--- src/rtl/core/sfs_pkg.sv ---
// Shared types, field widths and codes of the sprite frame sequencer.
// No dependencies; every other file of the block but sfs_divider imports this package.
package sfs_pkg;

   localparam int FRAME_BITS_DEFAULT = 8;

   localparam int ACTION_BITS      = 2;
   localparam int FIELD_FRAME_BITS = 8;
   localparam int TIME_BITS        = 16;
   localparam int ELAPSED_BITS     = 17;
   localparam int COUNT_BITS       = 5;
   localparam int TILE_BITS        = 9;
   localparam int RECT_BITS        = 17;

   localparam int REQ_DATA_BITS = 2 * FIELD_FRAME_BITS;
   localparam int RSP_USED_BITS = FIELD_FRAME_BITS + 4 * RECT_BITS;
   localparam int RSP_DATA_BITS = ((RSP_USED_BITS + 7) / 8) * 8;
   localparam int RSP_PAD_BITS  = RSP_DATA_BITS - RSP_USED_BITS;

   localparam int CSR_INDEX_BITS = 3;
   localparam int CSR_DATA_BITS  = 16;

   // Register indexes
   localparam logic [CSR_INDEX_BITS-1:0] CSR_IMAGE_TIME        = 3'd0;
   localparam logic [CSR_INDEX_BITS-1:0] CSR_TICK_TIME         = 3'd1;
   localparam logic [CSR_INDEX_BITS-1:0] CSR_IMAGES_PER_ROW    = 3'd2;
   localparam logic [CSR_INDEX_BITS-1:0] CSR_IMAGES_PER_COLUMN = 3'd3;
   localparam logic [CSR_INDEX_BITS-1:0] CSR_TILE_WIDTH        = 3'd4;
   localparam logic [CSR_INDEX_BITS-1:0] CSR_TILE_HEIGHT       = 3'd5;

   // Register reset values
   localparam logic [TIME_BITS-1:0]  IMAGE_TIME_RESET  = 16'd30;
   localparam logic [TIME_BITS-1:0]  TICK_TIME_RESET   = 16'd1;
   localparam logic [COUNT_BITS-1:0] PER_ROW_RESET     = 5'd1;
   localparam logic [COUNT_BITS-1:0] PER_COLUMN_RESET  = 5'd1;
   localparam logic [TILE_BITS-1:0]  TILE_WIDTH_RESET  = 9'd16;
   localparam logic [TILE_BITS-1:0]  TILE_HEIGHT_RESET = 9'd16;

   typedef enum logic [ACTION_BITS-1:0] {
      ACT_CYCLE_ALL   = 2'd0,
      ACT_SET_FRAME   = 2'd1,
      ACT_CYCLE_RANGE = 2'd2,
      ACT_ALTERNATE   = 2'd3
   } action_type;

   typedef enum logic [2:0] {
      ST_IDLE,
      ST_UPDATE,
      ST_MOD_WAIT,
      ST_ROW_START,
      ST_ROW_WAIT,
      ST_PRODUCT
   } state_type;

   typedef struct packed {
      logic capture;
      logic update;
      logic div_start;
      logic div_sel_row;
      logic mod_store;
      logic mult_load;
      logic out_load;
   } ctrl_cmd_type;

   typedef struct packed {
      logic need_mod;
      logic div_done;
      logic out_full;
   } ctrl_status_type;

endpackage

--- src/rtl/core/sfs_divider.sv ---
// Iterative restoring divider, two quotient bits per cycle.
// Self-contained; used by sfs_datapath for the frame modulo and the row split.
module sfs_divider #(
   parameter int WIDTH = 9
) (
   input  logic             clock,
   input  logic             reset,
   input  logic             start,
   input  logic [WIDTH-1:0] dividend,
   input  logic [WIDTH-1:0] divisor,
   output logic             done,
   output logic [WIDTH-1:0] quotient,
   output logic [WIDTH-1:0] remainder
);

   localparam int STEPS    = (WIDTH + 1) / 2;
   localparam int PAD      = 2 * STEPS;
   localparam int CNT_BITS = $clog2(STEPS + 1);

   logic [WIDTH-1:0]    rem_ff, rem_in;
   logic [PAD-1:0]      quo_ff, quo_in;
   logic [WIDTH-1:0]    div_ff;
   logic [CNT_BITS-1:0] cnt_ff;
   logic                done_ff;
   logic [WIDTH:0]      part;
   logic [PAD-1:0]      shift;

   // two restoring steps: shift in the next dividend bit, subtract if it fits
   always_comb begin
      part  = {1'b0, rem_ff};
      shift = quo_ff;
      for (int k = 0; k < 2; k++) begin
         part  = {part[WIDTH-1:0], shift[PAD-1]};
         shift = {shift[PAD-2:0], 1'b0};
         if (part >= {1'b0, div_ff}) begin
            part     = part - {1'b0, div_ff};
            shift[0] = 1'b1;
         end
      end
      rem_in = part[WIDTH-1:0];
      quo_in = shift;
   end

   always_ff @(posedge clock) begin
      if (reset) begin
         cnt_ff  <= '0;
         done_ff <= 1'b0;
      end else if (start) begin
         rem_ff  <= '0;
         quo_ff  <= PAD'(dividend);
         div_ff  <= divisor;
         cnt_ff  <= CNT_BITS'(STEPS);
         done_ff <= 1'b0;
      end else if (cnt_ff != '0) begin
         rem_ff  <= rem_in;
         quo_ff  <= quo_in;
         cnt_ff  <= cnt_ff - CNT_BITS'(1);
         done_ff <= (cnt_ff == CNT_BITS'(1));
      end else begin
         done_ff <= 1'b0;
      end
   end

   assign done      = done_ff;
   assign quotient  = quo_ff[WIDTH-1:0];
   assign remainder = rem_ff;

endmodule

--- src/rtl/core/sfs_datapath.sv ---
// Datapath: registers, timer, frame update, tile rectangle and output stage.
// Depends on sfs_pkg and instantiates sfs_divider.
module sfs_datapath #(
   parameter int FRAME_BITS = 8
) (
   input  logic                                 clock,
   input  logic                                 reset,
   input  sfs_pkg::ctrl_cmd_type                cmd,
   output sfs_pkg::ctrl_status_type             status,
   input  logic [sfs_pkg::REQ_DATA_BITS-1:0]    req_tdata,
   input  logic [sfs_pkg::ACTION_BITS-1:0]      req_tuser,
   input  logic                                 csr_write_en,
   input  logic [sfs_pkg::CSR_INDEX_BITS-1:0]   csr_index,
   input  logic [sfs_pkg::CSR_DATA_BITS-1:0]    csr_wdata,
   input  logic                                 rsp_tready,
   output logic                                 rsp_tvalid,
   output logic [sfs_pkg::RSP_DATA_BITS-1:0]    rsp_tdata
);

   import sfs_pkg::*;

   localparam int DIV_BITS  = (FRAME_BITS + 1 > COUNT_BITS) ? FRAME_BITS + 1 : COUNT_BITS;
   localparam int PROD_BITS = 2 * COUNT_BITS;
   localparam logic [PROD_BITS-1:0] FRAME_COUNT = PROD_BITS'(1 << FRAME_BITS);

   logic [TIME_BITS-1:0]     image_time_ff, tick_time_ff;
   logic [COUNT_BITS-1:0]    per_row_ff, per_col_ff;
   logic [TILE_BITS-1:0]     tile_width_ff, tile_height_ff;

   action_type               action_ff;
   logic [FRAME_BITS-1:0]    first_ff, second_ff;
   logic [FRAME_BITS-1:0]    frame_ff, frame_in, frame_upd;
   logic [ELAPSED_BITS-1:0]  elapsed_ff, elapsed_in;

   logic [COUNT_BITS-1:0]    per_row_nz, per_col_nz;
   logic [PROD_BITS-1:0]     count_raw, frame_count;
   logic [ELAPSED_BITS-1:0]  time_sum;
   logic                     timer_due, pair_equal, timed;
   logic [FRAME_BITS-1:0]    frame_low;
   logic [FRAME_BITS:0]      frame_step, frame_plus;

   logic                     div_done;
   logic [DIV_BITS-1:0]      div_dividend, div_divisor, div_quotient, div_remainder;

   logic [RECT_BITS-1:0]     left_prod_ff, top_prod_ff;
   logic [RECT_BITS-1:0]     src_left, src_top, src_right, src_bottom;
   logic                     rsp_valid_ff;
   logic [RSP_DATA_BITS-1:0] rsp_data_ff;

   // configuration registers
   always_ff @(posedge clock) begin
      if (reset) begin
         image_time_ff  <= IMAGE_TIME_RESET;
         tick_time_ff   <= TICK_TIME_RESET;
         per_row_ff     <= PER_ROW_RESET;
         per_col_ff     <= PER_COLUMN_RESET;
         tile_width_ff  <= TILE_WIDTH_RESET;
         tile_height_ff <= TILE_HEIGHT_RESET;
      end else if (csr_write_en) begin
         unique case (csr_index)
            CSR_IMAGE_TIME:        image_time_ff  <= csr_wdata;
            CSR_TICK_TIME:         tick_time_ff   <= csr_wdata;
            CSR_IMAGES_PER_ROW:    per_row_ff     <= csr_wdata[COUNT_BITS-1:0];
            CSR_IMAGES_PER_COLUMN: per_col_ff     <= csr_wdata[COUNT_BITS-1:0];
            CSR_TILE_WIDTH:        tile_width_ff  <= csr_wdata[TILE_BITS-1:0];
            CSR_TILE_HEIGHT:       tile_height_ff <= csr_wdata[TILE_BITS-1:0];
            default: ;
         endcase
      end
   end

   // request capture
   always_ff @(posedge clock) begin
      if (cmd.capture) begin
         action_ff <= action_type'(req_tuser);
         first_ff  <= req_tdata[FRAME_BITS-1:0];
         second_ff <= req_tdata[FIELD_FRAME_BITS +: FRAME_BITS];
      end
   end

   always_comb begin
      per_row_nz  = (per_row_ff == '0) ? COUNT_BITS'(1) : per_row_ff;
      per_col_nz  = (per_col_ff == '0) ? COUNT_BITS'(1) : per_col_ff;
      count_raw   = PROD_BITS'(per_row_nz) * PROD_BITS'(per_col_nz);
      frame_count = (count_raw > FRAME_COUNT) ? FRAME_COUNT : count_raw;

      time_sum   = elapsed_ff + ELAPSED_BITS'(tick_time_ff);
      timer_due  = time_sum >= ELAPSED_BITS'(image_time_ff);
      pair_equal = first_ff == second_ff;
      timed      = (action_ff == ACT_CYCLE_ALL) || (action_ff == ACT_CYCLE_RANGE)
                   || ((action_ff == ACT_ALTERNATE) && !pair_equal);

      frame_low  = (frame_ff < first_ff) ? first_ff : frame_ff;
      frame_step = (FRAME_BITS + 1)'(frame_low) + (FRAME_BITS + 1)'(1);
      frame_plus = (FRAME_BITS + 1)'(frame_ff) + (FRAME_BITS + 1)'(1);

      case (action_ff)
         ACT_CYCLE_ALL:   frame_upd = frame_ff;
         ACT_SET_FRAME:   frame_upd = first_ff;
         ACT_CYCLE_RANGE: begin
            if (!timer_due)
               frame_upd = frame_low;
            else if (frame_step > (FRAME_BITS + 1)'(second_ff))
               frame_upd = first_ff;
            else
               frame_upd = frame_step[FRAME_BITS-1:0];
         end
         default: begin
            if (pair_equal)
               frame_upd = first_ff;
            else if (!timer_due)
               frame_upd = frame_low;
            else
               frame_upd = (frame_low == first_ff) ? second_ff : first_ff;
         end
      endcase

      if (cmd.update)
         frame_in = frame_upd;
      else if (cmd.mod_store)
         frame_in = div_remainder[FRAME_BITS-1:0];
      else
         frame_in = frame_ff;

      if (cmd.update && timed)
         elapsed_in = timer_due ? '0 : time_sum;
      else
         elapsed_in = elapsed_ff;
   end

   always_ff @(posedge clock) begin
      if (reset) begin
         frame_ff   <= '0;
         elapsed_ff <= '0;
      end else begin
         frame_ff   <= frame_in;
         elapsed_ff <= elapsed_in;
      end
   end

   assign div_dividend = cmd.div_sel_row ? DIV_BITS'(frame_ff) : DIV_BITS'(frame_plus);
   assign div_divisor  = cmd.div_sel_row ? DIV_BITS'(per_row_nz) : DIV_BITS'(frame_count);

   sfs_divider #(
      .WIDTH (DIV_BITS)
   ) u_divider (
      .clock     (clock),
      .reset     (reset),
      .start     (cmd.div_start),
      .dividend  (div_dividend),
      .divisor   (div_divisor),
      .done      (div_done),
      .quotient  (div_quotient),
      .remainder (div_remainder)
   );

   // column and row offsets in the sheet
   always_ff @(posedge clock) begin
      if (cmd.mult_load) begin
         left_prod_ff <= RECT_BITS'(div_remainder[COUNT_BITS-1:0]) * RECT_BITS'(tile_width_ff);
         top_prod_ff  <= RECT_BITS'(div_quotient[FRAME_BITS-1:0]) * RECT_BITS'(tile_height_ff);
      end
   end

   assign src_left   = left_prod_ff + RECT_BITS'(1);
   assign src_top    = top_prod_ff + RECT_BITS'(1);
   assign src_right  = src_left + RECT_BITS'(tile_width_ff);
   assign src_bottom = src_top + RECT_BITS'(tile_height_ff) + RECT_BITS'(1);

   // output register
   always_ff @(posedge clock) begin
      if (reset)
         rsp_valid_ff <= 1'b0;
      else if (cmd.out_load)
         rsp_valid_ff <= 1'b1;
      else if (rsp_tready)
         rsp_valid_ff <= 1'b0;
   end

   always_ff @(posedge clock) begin
      if (cmd.out_load)
         rsp_data_ff <= {{RSP_PAD_BITS{1'b0}}, src_bottom, src_right, src_top, src_left,
                         FIELD_FRAME_BITS'(frame_ff)};
   end

   assign rsp_tvalid = rsp_valid_ff;
   assign rsp_tdata  = rsp_data_ff;

   assign status.need_mod = (action_ff == ACT_CYCLE_ALL) && timer_due;
   assign status.div_done = div_done;
   assign status.out_full = rsp_valid_ff && !rsp_tready;

   a_out_load_valid: assert property (@(posedge clock) disable iff (reset)
      cmd.out_load |=> rsp_valid_ff)
      else $error("result load did not raise valid");

   a_frame_hold: assert property (@(posedge clock) disable iff (reset)
      !(cmd.update || cmd.mod_store) |=> $stable(frame_ff))
      else $error("frame changed without an update");

   a_timer_clear: assert property (@(posedge clock) disable iff (reset)
      (cmd.update && timed && timer_due) |=> (elapsed_ff == '0))
      else $error("elapsed time not cleared on advance");

endmodule

--- src/rtl/core/sfs_controller.sv ---
// Sequencing state machine: issues datapath commands per request.
// Depends on sfs_pkg.
module sfs_controller (
   input  logic                     clock,
   input  logic                     reset,
   input  logic                     req_tvalid,
   output logic                     req_tready,
   input  sfs_pkg::ctrl_status_type status,
   output sfs_pkg::ctrl_cmd_type    cmd
);

   import sfs_pkg::*;

   state_type state_ff, state_in;

   always_ff @(posedge clock) begin
      if (reset)
         state_ff <= ST_IDLE;
      else
         state_ff <= state_in;
   end

   always_comb begin
      state_in   = state_ff;
      cmd        = '0;
      req_tready = 1'b0;
      unique case (state_ff)
         ST_IDLE: begin
            req_tready = 1'b1;
            if (req_tvalid) begin
               cmd.capture = 1'b1;
               state_in    = ST_UPDATE;
            end
         end
         ST_UPDATE: begin
            cmd.update = 1'b1;
            if (status.need_mod) begin
               cmd.div_start = 1'b1;
               state_in      = ST_MOD_WAIT;
            end else begin
               state_in = ST_ROW_START;
            end
         end
         ST_MOD_WAIT: begin
            if (status.div_done) begin
               cmd.mod_store = 1'b1;
               state_in      = ST_ROW_START;
            end
         end
         ST_ROW_START: begin
            cmd.div_start   = 1'b1;
            cmd.div_sel_row = 1'b1;
            state_in        = ST_ROW_WAIT;
         end
         ST_ROW_WAIT: begin
            if (status.div_done) begin
               cmd.mult_load = 1'b1;
               state_in      = ST_PRODUCT;
            end
         end
         ST_PRODUCT: begin
            if (!status.out_full) begin
               cmd.out_load = 1'b1;
               state_in     = ST_IDLE;
            end
         end
         default: state_in = ST_IDLE;
      endcase
   end

endmodule

--- src/rtl/core/sprite_frame_sequencer.sv ---
// Sprite sheet frame sequencer. A request passes the states update, frame modulo (only for a
// cycle-all call that advances), row split and product before its result loads; both divisions
// share the two-bit-per-cycle divider. A new request is taken in the cycle after the result
// loads, and loading waits while the previous result is still held by the downstream side.
// Reset (synchronous, active high): registers to defaults, frame and timer to zero, no
// result pending; no clearing pass is needed.
module sprite_frame_sequencer #(
   parameter int FRAME_BITS = sfs_pkg::FRAME_BITS_DEFAULT
) (
   input  logic                               clock,
   input  logic                               reset,
   // request channel
   input  logic                               req_tvalid,
   output logic                               req_tready,
   // [7:0] first_frame, [15:8] second_frame
   input  logic [sfs_pkg::REQ_DATA_BITS-1:0]  req_tdata,
   // [1:0] action
   input  logic [sfs_pkg::ACTION_BITS-1:0]    req_tuser,
   // result channel
   output logic                               rsp_tvalid,
   input  logic                               rsp_tready,
   // [7:0] frame_index, [24:8] src_left, [41:25] src_top, [58:42] src_right,
   // [75:59] src_bottom, [79:76] zero
   output logic [sfs_pkg::RSP_DATA_BITS-1:0]  rsp_tdata,
   // register write port
   input  logic                               csr_write_en,
   input  logic [sfs_pkg::CSR_INDEX_BITS-1:0] csr_index,
   input  logic [sfs_pkg::CSR_DATA_BITS-1:0]  csr_wdata
);

   import sfs_pkg::*;

   // Command and status between the sequencer and the datapath
   ctrl_cmd_type    cmd;
   ctrl_status_type status;

   // Sequencer: take one request, update the frame, run the divider for the
   // frame modulo where needed and for the row split, then load the output register.
   sfs_controller u_controller (
      .clock      (clock),
      .reset      (reset),
      .req_tvalid (req_tvalid),
      .req_tready (req_tready),
      .status     (status),
      .cmd        (cmd)
   );

   // Datapath: hold the registers and state, compute the tile rectangle and
   // keep the finished result until the downstream transfer.
   sfs_datapath #(
      .FRAME_BITS (FRAME_BITS)
   ) u_datapath (
      .clock        (clock),
      .reset        (reset),
      .cmd          (cmd),
      .status       (status),
      .req_tdata    (req_tdata),
      .req_tuser    (req_tuser),
      .csr_write_en (csr_write_en),
      .csr_index    (csr_index),
      .csr_wdata    (csr_wdata),
      .rsp_tready   (rsp_tready),
      .rsp_tvalid   (rsp_tvalid),
      .rsp_tdata    (rsp_tdata)
   );

endmodule

--- config.mk ---
export PLATFORM = sky130hd
export DESIGN_NAME = sprite_frame_sequencer
export DESIGN_NICKNAME = d
export VERILOG_FILES = /design/src/rtl/core/sfs_pkg.sv /design/src/rtl/core/sfs_divider.sv /design/src/rtl/core/sfs_datapath.sv /design/src/rtl/core/sfs_controller.sv /design/src/rtl/core/sprite_frame_sequencer.sv
export SDC_FILE = /design/constraint.sdc
export NUM_CORES = 1
export LEC_CHECK = 0
export BUFFER_PORTS_ARGS = -buffer_cell sky130_fd_sc_hd__buf_2
export CAP_MARGIN = 20
export CORE_MARGIN = 1
export CORE_UTILIZATION = 32
export CTS_CLUSTER_DIAMETER = 40
export DETAILED_ROUTE_END_ITERATION = 10
export PLACE_DENSITY = 0.5
export RECOVER_POWER = 50
export SETUP_SLACK_MARGIN = 0.2
export SLEW_MARGIN = 20
export SYNTH_ARGS = -nofsm -noshare
export SYNTH_HDL_FRONTEND = slang
export SYNTH_HIERARCHICAL = 1
export SYNTH_SLANG_ARGS = --single-unit
--- constraint.sdc ---
create_clock -name clock -period 5.29 [get_ports clock]
set_clock_uncertainty 0.2 [all_clocks]
set_input_delay 0 -clock clock [delete_from_list [all_inputs] [get_ports clock]]
set_output_delay 0 -clock clock [all_outputs]
set_load 0.02 [all_outputs]
==> flow_metrics.tcl, run 1 <==
set metrics [dict create \
    cp.required_ps 5520 \
    initial_core_util_pct 32.5 \
    outcome "complete, but fails checks" \
    fp.dieH_um 239 \
    cp-start-kind "flop" \
    arrival_ps 5070 \
    cts-root-buf "clkbuf_16" \
    cts_buffer_depth 3 \
    vias 14100 \
    synthCells 1900 \
    cts_tree "built" \
    tns_ps 0 \
    dp_hpwl_um 35900 \
    setup_slack_ps 444 \
    rsz0062_at_grt "yes" \
    power_leakage_nw 9.34 \
    final_nets 2410 \
    ant_nets 0 \
    drc 0 \
    cellPowerDensity_nw_per_um2 385 \
    multiInputGateArea_sq_um 10700 \
    grt_max_degree 79 \
    wl_per_cell_um 16.3 \
    holdWs_ps 34.8 \
    fill_cells 5684 \
    num_antenna_cells 0 \
    worstHoldPathCells 4 \
    cp_max_fo 7 \
    min_from "csr_wdata[11]" \
    final_cell_mix "nand2_1, inv_1, ha_1" \
    overflow 0 \
    viasPerCell 4.86 \
    io_buffers 116 \
    setup_violations 0 \
    timing.rr.end "u_datapath/frame_ff[6]" \
    grt.total_usage_pct 16.7 \
    slowest_stage "edfxtp_1" \
    core-area_sq_um 55300 \
    seqCellArea_sq_um 6370 \
    cts_max_level 2 \
    violations "max-capacitance violations, max-slew violations" \
    ioPinCount 124 \
    insertion_delay_ps 570 \
    finalHoldViolCount 0 \
    grt_antenna_before_repair 0 \
    firstDrtPassIters 5 \
    fin_crit_ps 4850 \
    r2r_slack_ps 440 \
    peakVddDrop_mv 0.383 \
    end_kind "flop" \
    drive_above_1_share_pct 10.5 \
    max_stage_delay_ps 380 \
    drv_cap 1 \
    crit_type "flop to flop" \
    clock.fmax_mhz 206 \
    gr-usage-met3_pct 2.54 \
    dieArea_sq_um 57200 \
    tightest_slew_ps 1720 \
    syn_avg_cell_area_sq_um 9.47 \
    reg2regPathDepth 21 \
    gr-usage-met1_pct 21.6 \
    grt_pass1_wl_um 75600 \
    whs_endpoint "u_datapath/tick_time_ff[11]" \
    final_common_cell "nand2_1" \
    area_growth_pct 22.2 \
    rows 86 \
    cp-startpoint "u_datapath/first_ff[2]" \
    top_usage_layer "met2" \
    cts_buffers 49 \
    gr-usage-met2_pct 28.7 \
    slew_viol_final 32 \
    period_share_pct 91.6 \
    relSlewSlack_pct -14.4 \
    worstPathCellList "inv_1 > ha_1 > o21a_1 > nor2_1 > nor4_4 > nor2_4 > mux2_2 > ha_4 > nand3_1 > mux2i_2 > xnor2_1 > ha_1 > a22o_1 > nor4_1 > nand3_1 > o211ai_1 > o21ai_0 > a221o_1 > o211ai_1 > a211o_1 > o311ai_1" \
    fp.dieW_um 239 \
    yosys_warnings 6 \
    fin_cells 2909 \
    wl_um 47300 \
    drt_iter0_drc 602 \
    hold_path_class "primary input to flop" \
    placedCellCount 2734 \
    gp_congestion 0.859 \
    timing.rr.start "u_datapath/first_ff[2]" \
    cts.sinks 243 \
    grt_pass1_vias 14200 \
    synth_area_sq_um 18000 \
    dpl_worst_slack_ps -40.5 \
    postLayoutCoreUtil_pct 39.8 \
    cts.reportedPaths.clkPinSlew_ps 50 \
]
[power by group]
part	switching [mW]	internal, mW
clock	1.09	2.14
combinational	1.64	1.17
sequential	0.182	2.25
[area by class of cell]
cell class,count,area share [%]
multi-input cells,1406,48.6
inverters,177,3.02
flip-flops and latches,243,29.0
well taps,748,4.26
repair buffers,243,7.22
clock inverters,39,2.16
clock buffers,53,5.78
[worst max path at each step]
stage          cells after the start                             end  slack (ps)
6_report                          21          u_datapath/frame_ff[6]         440
5_1_grt                           22          u_datapath/frame_ff[2]         130
4_1_cts                           17  u_datapath/u_divider/div_ff[3]         210
3_5_place_dp                      17  u_datapath/u_divider/quo_ff[4]         -40
3_3_place_gp                      17  u_datapath/u_divider/quo_ff[9]          30
2_1_floorplan                     20  u_datapath/u_divider/quo_ff[0]         250
[critical path: cells and delay by family (launching register included)]
family | cells | cell delay (ps)
flip-flops | 1 | 380
AND/OR/NAND/NOR | 6 | 910
XOR/XNOR | 1 | 180
adder cells (fa/ha/maj) | 3 | 740
multiplexers | 2 | 650
buffers and inverters | 1 | 140
AO/OA/AOI/OAI | 8 | 1480
[flip-flops by register name, summed over array words and instances (netlist names), 9 cells and up]
register	flops
u_datapath/elapsed_ff	17
u_datapath/u_divider/div_ff	9
u_datapath/left_prod_ff	14
u_datapath/image_time_ff	16
u_datapath/tick_time_ff	16
u_datapath/u_divider/quo_ff	10
u_datapath/tile_height_ff	9
u_datapath/tile_width_ff	9
u_datapath/rsp_tdata	73
u_datapath/u_divider/remainder	9
u_datapath/top_prod_ff	17
[through the flow]
step / power, mW / area (sq um)
floorplan: 4.44 / 18000
global placement: 5.18 / 19500
detailed placement: 5.17 / 19500
CTS: 8.52 / 22000
global route: 8.98 / 22000
finish: 8.47 / 22000
[layer usage]
layer | share of wire, % | wire (um)
met1 | 47 | 22000
met2 | 47 | 22400
met3 | 3.8 | 1810
met4 | 2.3 | 1080
met5 | 0 | 0
[timing repair]
action                                 CTS  global route
setup endpoints to repair               28            57
cloned                                   0             1
gates resized for setup                  2            18
endpoints found under the hold margin  114             0
hold buffers                            75             0
pin swaps                                0             4
setup buffers                            0             7
Power figures use the tool's default switching activity.
==> inputs of run 2 (changes only) <==
--- a/config.mk
+++ b/config.mk
@@ -8,10 +8,10 @@
 export BUFFER_PORTS_ARGS = -buffer_cell sky130_fd_sc_hd__buf_2
 export CAP_MARGIN = 20
 export CORE_MARGIN = 1
-export CORE_UTILIZATION = 32
+export CORE_UTILIZATION = 50
 export CTS_CLUSTER_DIAMETER = 40
 export DETAILED_ROUTE_END_ITERATION = 10
-export PLACE_DENSITY = 0.5
+export PLACE_DENSITY = 0.69
 export RECOVER_POWER = 50
 export SETUP_SLACK_MARGIN = 0.2
 export SLEW_MARGIN = 20
==> constraint.sdc (replaced) <==
create_clock -name clock -period 5.6 [get_ports clock]
set_clock_uncertainty 0.2 [all_clocks]
set_input_delay 0 -clock clock [delete_from_list [all_inputs] [get_ports clock]]
set_output_delay 0 -clock clock [all_outputs]
set_load 0.02 [all_outputs]
==> run 2 against run 1 <==
The flow still finishes with violations (max-capacitance violations, max-slew violations). Final cell count fell by 11%. Fmax shrank 5.5%. Combinational power shrank 8.6%. Hold slack better by 13 ps.
==> flow_metrics.tcl, run 2 (synthesized netlist as in run 1, its figures left out) <==
set metrics [dict create \
    cts.sinks 243 \
    tns_ps 0 \
    relSlewSlack_pct -8.90 \
    fp.dieW_um 192 \
    wl_per_cell_um 17.1 \
    power_leakage_nw 9.09 \
    grt_antenna_before_repair 1 \
    ioPinCount 124 \
    postLayoutCoreUtil_pct 59.2 \
    worstPathCellList "ha_1 > nand2_1 > nor4_4 > nor2_4 > mux2_2 > ha_2 > nand3_1 > mux2i_1 > xnor2_1 > ha_1 > a22o_1 > nor4_1 > nand3_1 > o211ai_1 > nand3b_1 > buf_4 > o21ai_0 > a221o_1 > a31oi_1 > o32ai_1" \
    cts_tree "built" \
    cts_max_level 2 \
    post_dp_cell_area_sq_um 19100 \
    vias 14300 \
    cts_buffers 40 \
    dieArea_sq_um 36700 \
    dp_hpwl_um 32500 \
    outcome "complete, but fails checks" \
    final_nets 2380 \
    violations "max-capacitance violations, max-slew violations" \
    drv_cap 1 \
    post-layout-total-power_mw 7.36 \
    crit_buf_inv 1 \
    slew_viol_final 32 \
    max_stage_delay_ps 530 \
    drive_above_1_share_pct 8.72 \
    hold_path_class "primary input to flop" \
    fin_crit_ps 5130 \
    holdWs_ps 48.2 \
    cp-start-kind "flop" \
    ant_nets 0 \
    tightest_slew_ps 1630 \
    wl_um 44100 \
    largest_reg_flops 73 \
    period_share_pct 91.6 \
    cts_buffer_depth 3 \
    cts.reportedPaths.clkPinSlew_ps 50 \
    core-area_sq_um 35500 \
    rsz0062_at_grt "no" \
    grt_pass1_wl_um 71000 \
    drc 0 \
    final_cell_mix "nand2_1, inv_1, ha_1" \
    grt_pass1_vias 14200 \
    viasPerCell 5.53 \
    fp.dieH_um 192 \
    critPathTopFamily "simple AND/OR/NAND/NOR gates" \
    cts-root-buf "clkbuf_16" \
    setup_violations 0 \
    end_kind "flop" \
    grt.total_usage_pct 24.4 \
    slowest_stage "nor4_4" \
    initial_core_util_pct 50.7 \
    cp.required_ps 5860 \
    firstDrtPassIters 5 \
    final_common_cell "nand2_1" \
    overflow 0 \
    cp_max_fo 12 \
    clock.fmax_mhz 195 \
    grt_max_degree 87 \
    io_buffers 116 \
    finalHoldViolCount 0 \
    final_area_sq_um 21000 \
    peakVddDrop_mv 0.293 \
    area_growth_pct 16.9 \
    gp_congestion 0.926 \
    cellPowerDensity_nw_per_um2 350 \
    arrival_ps 5390 \
    rows 69 \
    drt_iter0_drc 1059 \
    crit_type "flop to flop" \
    insertion_delay_ps 560 \
]
==> run 2: cell types whose count changed in the layout (fill, tap and decap cells not counted), sizes merged <==
cell	before	now
buf	76	65
bufinv	8	3
clkbuf	145	136
clkinv	18	8
clkinvlp	7	4
diode	0	1
dlygate4sd3	75	69
inv	183	188
==> run 2: routing by layer <==
layer | routed length, um | GRT usage [%] | vias up
met5 | 0 | 0 | -
met3 | 2440 | 4.57 | 99
met1 | 19400 | 30.7 | 6819
li1 | - | - | 6977
met4 | 1470 | 9.19 | 0
met2 | 20900 | 41.4 | 403
==> run 2: report_power, final <==
part	internal [mW]	total, mW	switching (mW)
registers	2.12	2.30	0.174
clock network	1.55	2.51	0.959
logic	1.06	2.56	1.50
total	4.73	7.36	2.63
==> run 2: cell type report <==
type	instances	area, sq um
antenna	1	2.50
clock buffer	48	1070
clock inverter	26	309
fill	3060	14500
inverter	177	664
multi-input combinational	1406	10600
sequential	243	6370
tap	461	577
timing repair buffer	222	1410
==> run 2: final timing paths <==
kind | startpoint | endpoint | slack (ps) | depth (start not counted)
setup reg to reg | u_datapath/frame_ff[7] | u_datapath/frame_ff[2] | 470 | 20
hold / removal | csr_wdata[13] | u_datapath/tick_time_ff[13] | 50 | 4
hold reg to reg | u_datapath/elapsed_ff[0] | u_datapath/elapsed_ff[0] | 260 | 2
setup / recovery | u_datapath/frame_ff[7] | u_datapath/frame_ff[2] | 470 | 20
==> run 2: tightest hold or removal path, delay by kind of cell <==
kind | cells | cell delay [ps]
compound gates | 1 | 50
buf+inv | 2 | 640
simple gates | 1 | 60
==> run 2: timing repair <==
item                       in CTS  in global routing
gates resized for setup         0                  2
setup buffers                   0                  2
hold endpoints to repair       95                  0
setup endpoints to repair       0                  7
hold buffers                   69                  0
==> run 2: through the flow <==
step	worst slack, ps	std cells
after floorplan	263	1907
after global placement	339	2437
after detailed placement	310	2438
after CTS	267	2581
after global routing	198	2584
final	471	2584
==> inputs of run 3 (changes only) <==
--- a/config.mk
+++ b/config.mk
@@ -7,6 +7,7 @@
 export LEC_CHECK = 0
 export BUFFER_PORTS_ARGS = -buffer_cell sky130_fd_sc_hd__buf_2
 export CAP_MARGIN = 20
+export CORE_ASPECT_RATIO = 1.25
 export CORE_MARGIN = 1
 export CORE_UTILIZATION = 50
 export CTS_CLUSTER_DIAMETER = 40
==> run 3 against run 2 <==
Via count is 1.6% lower. The run ends with negative hold slack, max-capacitance violations, max-slew violations left. Global-route usage is 0.70 points lower. Final cell count is 0.39% lower. Cell area is 1.3% lower. Largest power group unchanged. Critical path type unchanged. Core utilization is 0.54 points lower. Power is 4.2% lower. Non-clock buffer count is 12 lower.
==> flow_metrics.tcl, run 3 (synthesized netlist as in run 1, its figures left out) <==
set metrics [dict create \
    outcome "complete, but fails checks" \
    violations "negative hold slack, max-capacitance violations, max-slew violations" \
    viasPerCell 5.47 \
    drive_above_1_share_pct 8.14 \
    arrival_ps 5240 \
    io_buffers 116 \
    max_stage_delay_ps 440 \
    final_cell_mix "nand2_1, inv_1, ha_1" \
    end_kind "flop" \
    cts.reportedPaths.clkPinSlew_ps 50 \
    drc 0 \
    rows 77 \
    hold_path_class "primary input to flop" \
    dieArea_sq_um 36700 \
    crit_type "flop to flop" \
    slowest_stage "mux2_2" \
    num_antenna_cells 0 \
    vias 14100 \
    post-cts-setup-buffer-count 0 \
    cp_max_fo 7 \
    ant_nets 0 \
    core-area_sq_um 35400 \
    fp.dieW_um 172 \
    firstDrtPassIters 5 \
    dpl_worst_slack_ps 492 \
    fin_crit_ps 5060 \
    insertion_delay_ps 520 \
    cts-root-buf "clkbuf_16" \
    peakVddDrop_mv 0.252 \
    p_sw_share_pct 35.6 \
    wl_um 42500 \
    rsz0062_at_grt "no" \
    p_sw_mw 2.51 \
    gp_congestion 0.929 \
    cts_max_level 2 \
    clock.fmax_mhz 198 \
    power_leakage_nw 8.94 \
    cp.required_ps 5780 \
    largest_reg_flops 73 \
    worstPathCellList "inv_1 > ha_1 > a2111oi_4 > nor4_4 > nor2_4 > mux2_2 > ha_2 > and3_1 > xnor2_1 > mux2i_1 > ha_1 > o21ai_0 > nor2_1 > o211ai_1 > o21ai_0 > a221o_1 > o211ai_1 > a211o_1 > o311ai_1" \
    initial_core_util_pct 50.9 \
    relSlewSlack_pct -117 \
    overflow 0 \
    grt.total_usage_pct 23.7 \
    seqPwrFrac_pct 32.5 \
    setup_slack_ps 539 \
    cp-start-kind "flop" \
    grt_pass1_wl_um 69700 \
    area_growth_pct 15.4 \
    cts_buffers 36 \
    tightest_slew_ps 3260 \
    post_dp_cell_area_sq_um 19100 \
    dp_hpwl_um 32000 \
    holdWs_ps -0.729 \
    drv_cap 2 \
    tns_ps 0 \
    cellPowerDensity_nw_per_um2 340 \
    setup_violations 0 \
    p_int_mw 4.54 \
    ioPinCount 124 \
    grt_max_degree 87 \
    cts_tree "built" \
    finalHoldViolCount 1 \
    cts_buffer_depth 3 \
    clock_power_share_pct 31.5 \
    slew_viol_final 107 \
    final_area_sq_um 20800 \
    final_nets 2364 \
    drt_iter0_drc 699 \
    fp.dieH_um 214 \
    grt_antenna_before_repair 0 \
    grt_pass1_vias 14300 \
    wl_per_cell_um 16.5 \
    final_common_cell "nand2_1" \
    post-layout-total-power_mw 7.05 \
    p_comb_share_pct 35.9 \
    period_share_pct 90.4 \
    cts.sinks 243 \
]
-- run 3: changes by cell type in the layout (fill, tap and decap cells not counted), moves of 2 or more --
| cell | change |
|---|---|
| clkbuf_8 | +2 |
| clkinv_8 | -2 |
| dlygate4sd3_1 | -6 |
| clkbuf_16 | -4 |
| buf_2 | -2 |
| inv_4 | +2 |
| buf_4 | -6 |
| inv_6 | -3 |
| inv_8 | -2 |
| clkinv_4 | +2 |
-- run 3: critical path, delay by kind of cell, from the launching register on --
kind	cells	cell delay [ps]
AO/OA/AOI/OAI	8	1850
XOR/XNOR	1	120
adder cells (fa/ha/maj)	3	910
buffers and inverters	1	60
flip-flops	1	370
multiplexers	2	750
AND/OR/NAND/NOR	4	670
-- run 3: layout make-up --
class                           instances  area, sq um
Inverter                              177          664
Fill cell                            3108        14600
Clock buffer                           44          992
Multi-Input combinational cell       1406        10600
Clock inverter                         20          215
Sequential cell                       243         6370
Tap cell                              474          593
Timing Repair Buffer                  210         1310
-- run 3: power groups by stage --
stage          clock network, mW  registers (mW)  logic [mW]
5_1_grt                     2.34            2.32        2.82
4_1_cts                     2.27            2.30        2.53
3_3_place_gp                   0            2.33        2.43
3_5_place_dp                   0            2.33        2.47
2_1_floorplan                  0            2.23        1.96
6_report                    2.22            2.30        2.53
-- run 3: layer usage --
metal	share of wire [%]	vias to the layer above	global-route usage [%]
li1	-	6927	-
met1	41	6699	26.9
met4	3.6	0	8.99
met3	3.6	100	2.75
met2	52	350	44.4
met5	0	-	0
-- run 3: repair_timing --
item                       CTS  global route
hold endpoints to repair    81             0
setup endpoints to repair    0             7
hold buffers                63             0
resized for setup            0             3
-- run 3: final timing paths --
kind | cells after the start | to | start | slack [ps]
hold / removal | 3 | u_datapath/u_divider/cnt_ff[0] | reset | -0.7
setup / recovery | 19 | u_datapath/frame_ff[6] | u_datapath/first_ff[1] | 540
setup reg to reg | 19 | u_datapath/frame_ff[6] | u_datapath/first_ff[1] | 540
hold reg to reg | 2 | u_datapath/image_time_ff[6] | u_datapath/image_time_ff[6] | 260
-- run 3: through the flow --
step,utilization [%],std cells
3_3_place_gp,53.9,2447
4_1_cts,59.1,2574
5_1_grt,58.7,2574
3_5_place_dp,53.9,2447
6_report,58.7,2574
2_1_floorplan,-,1907
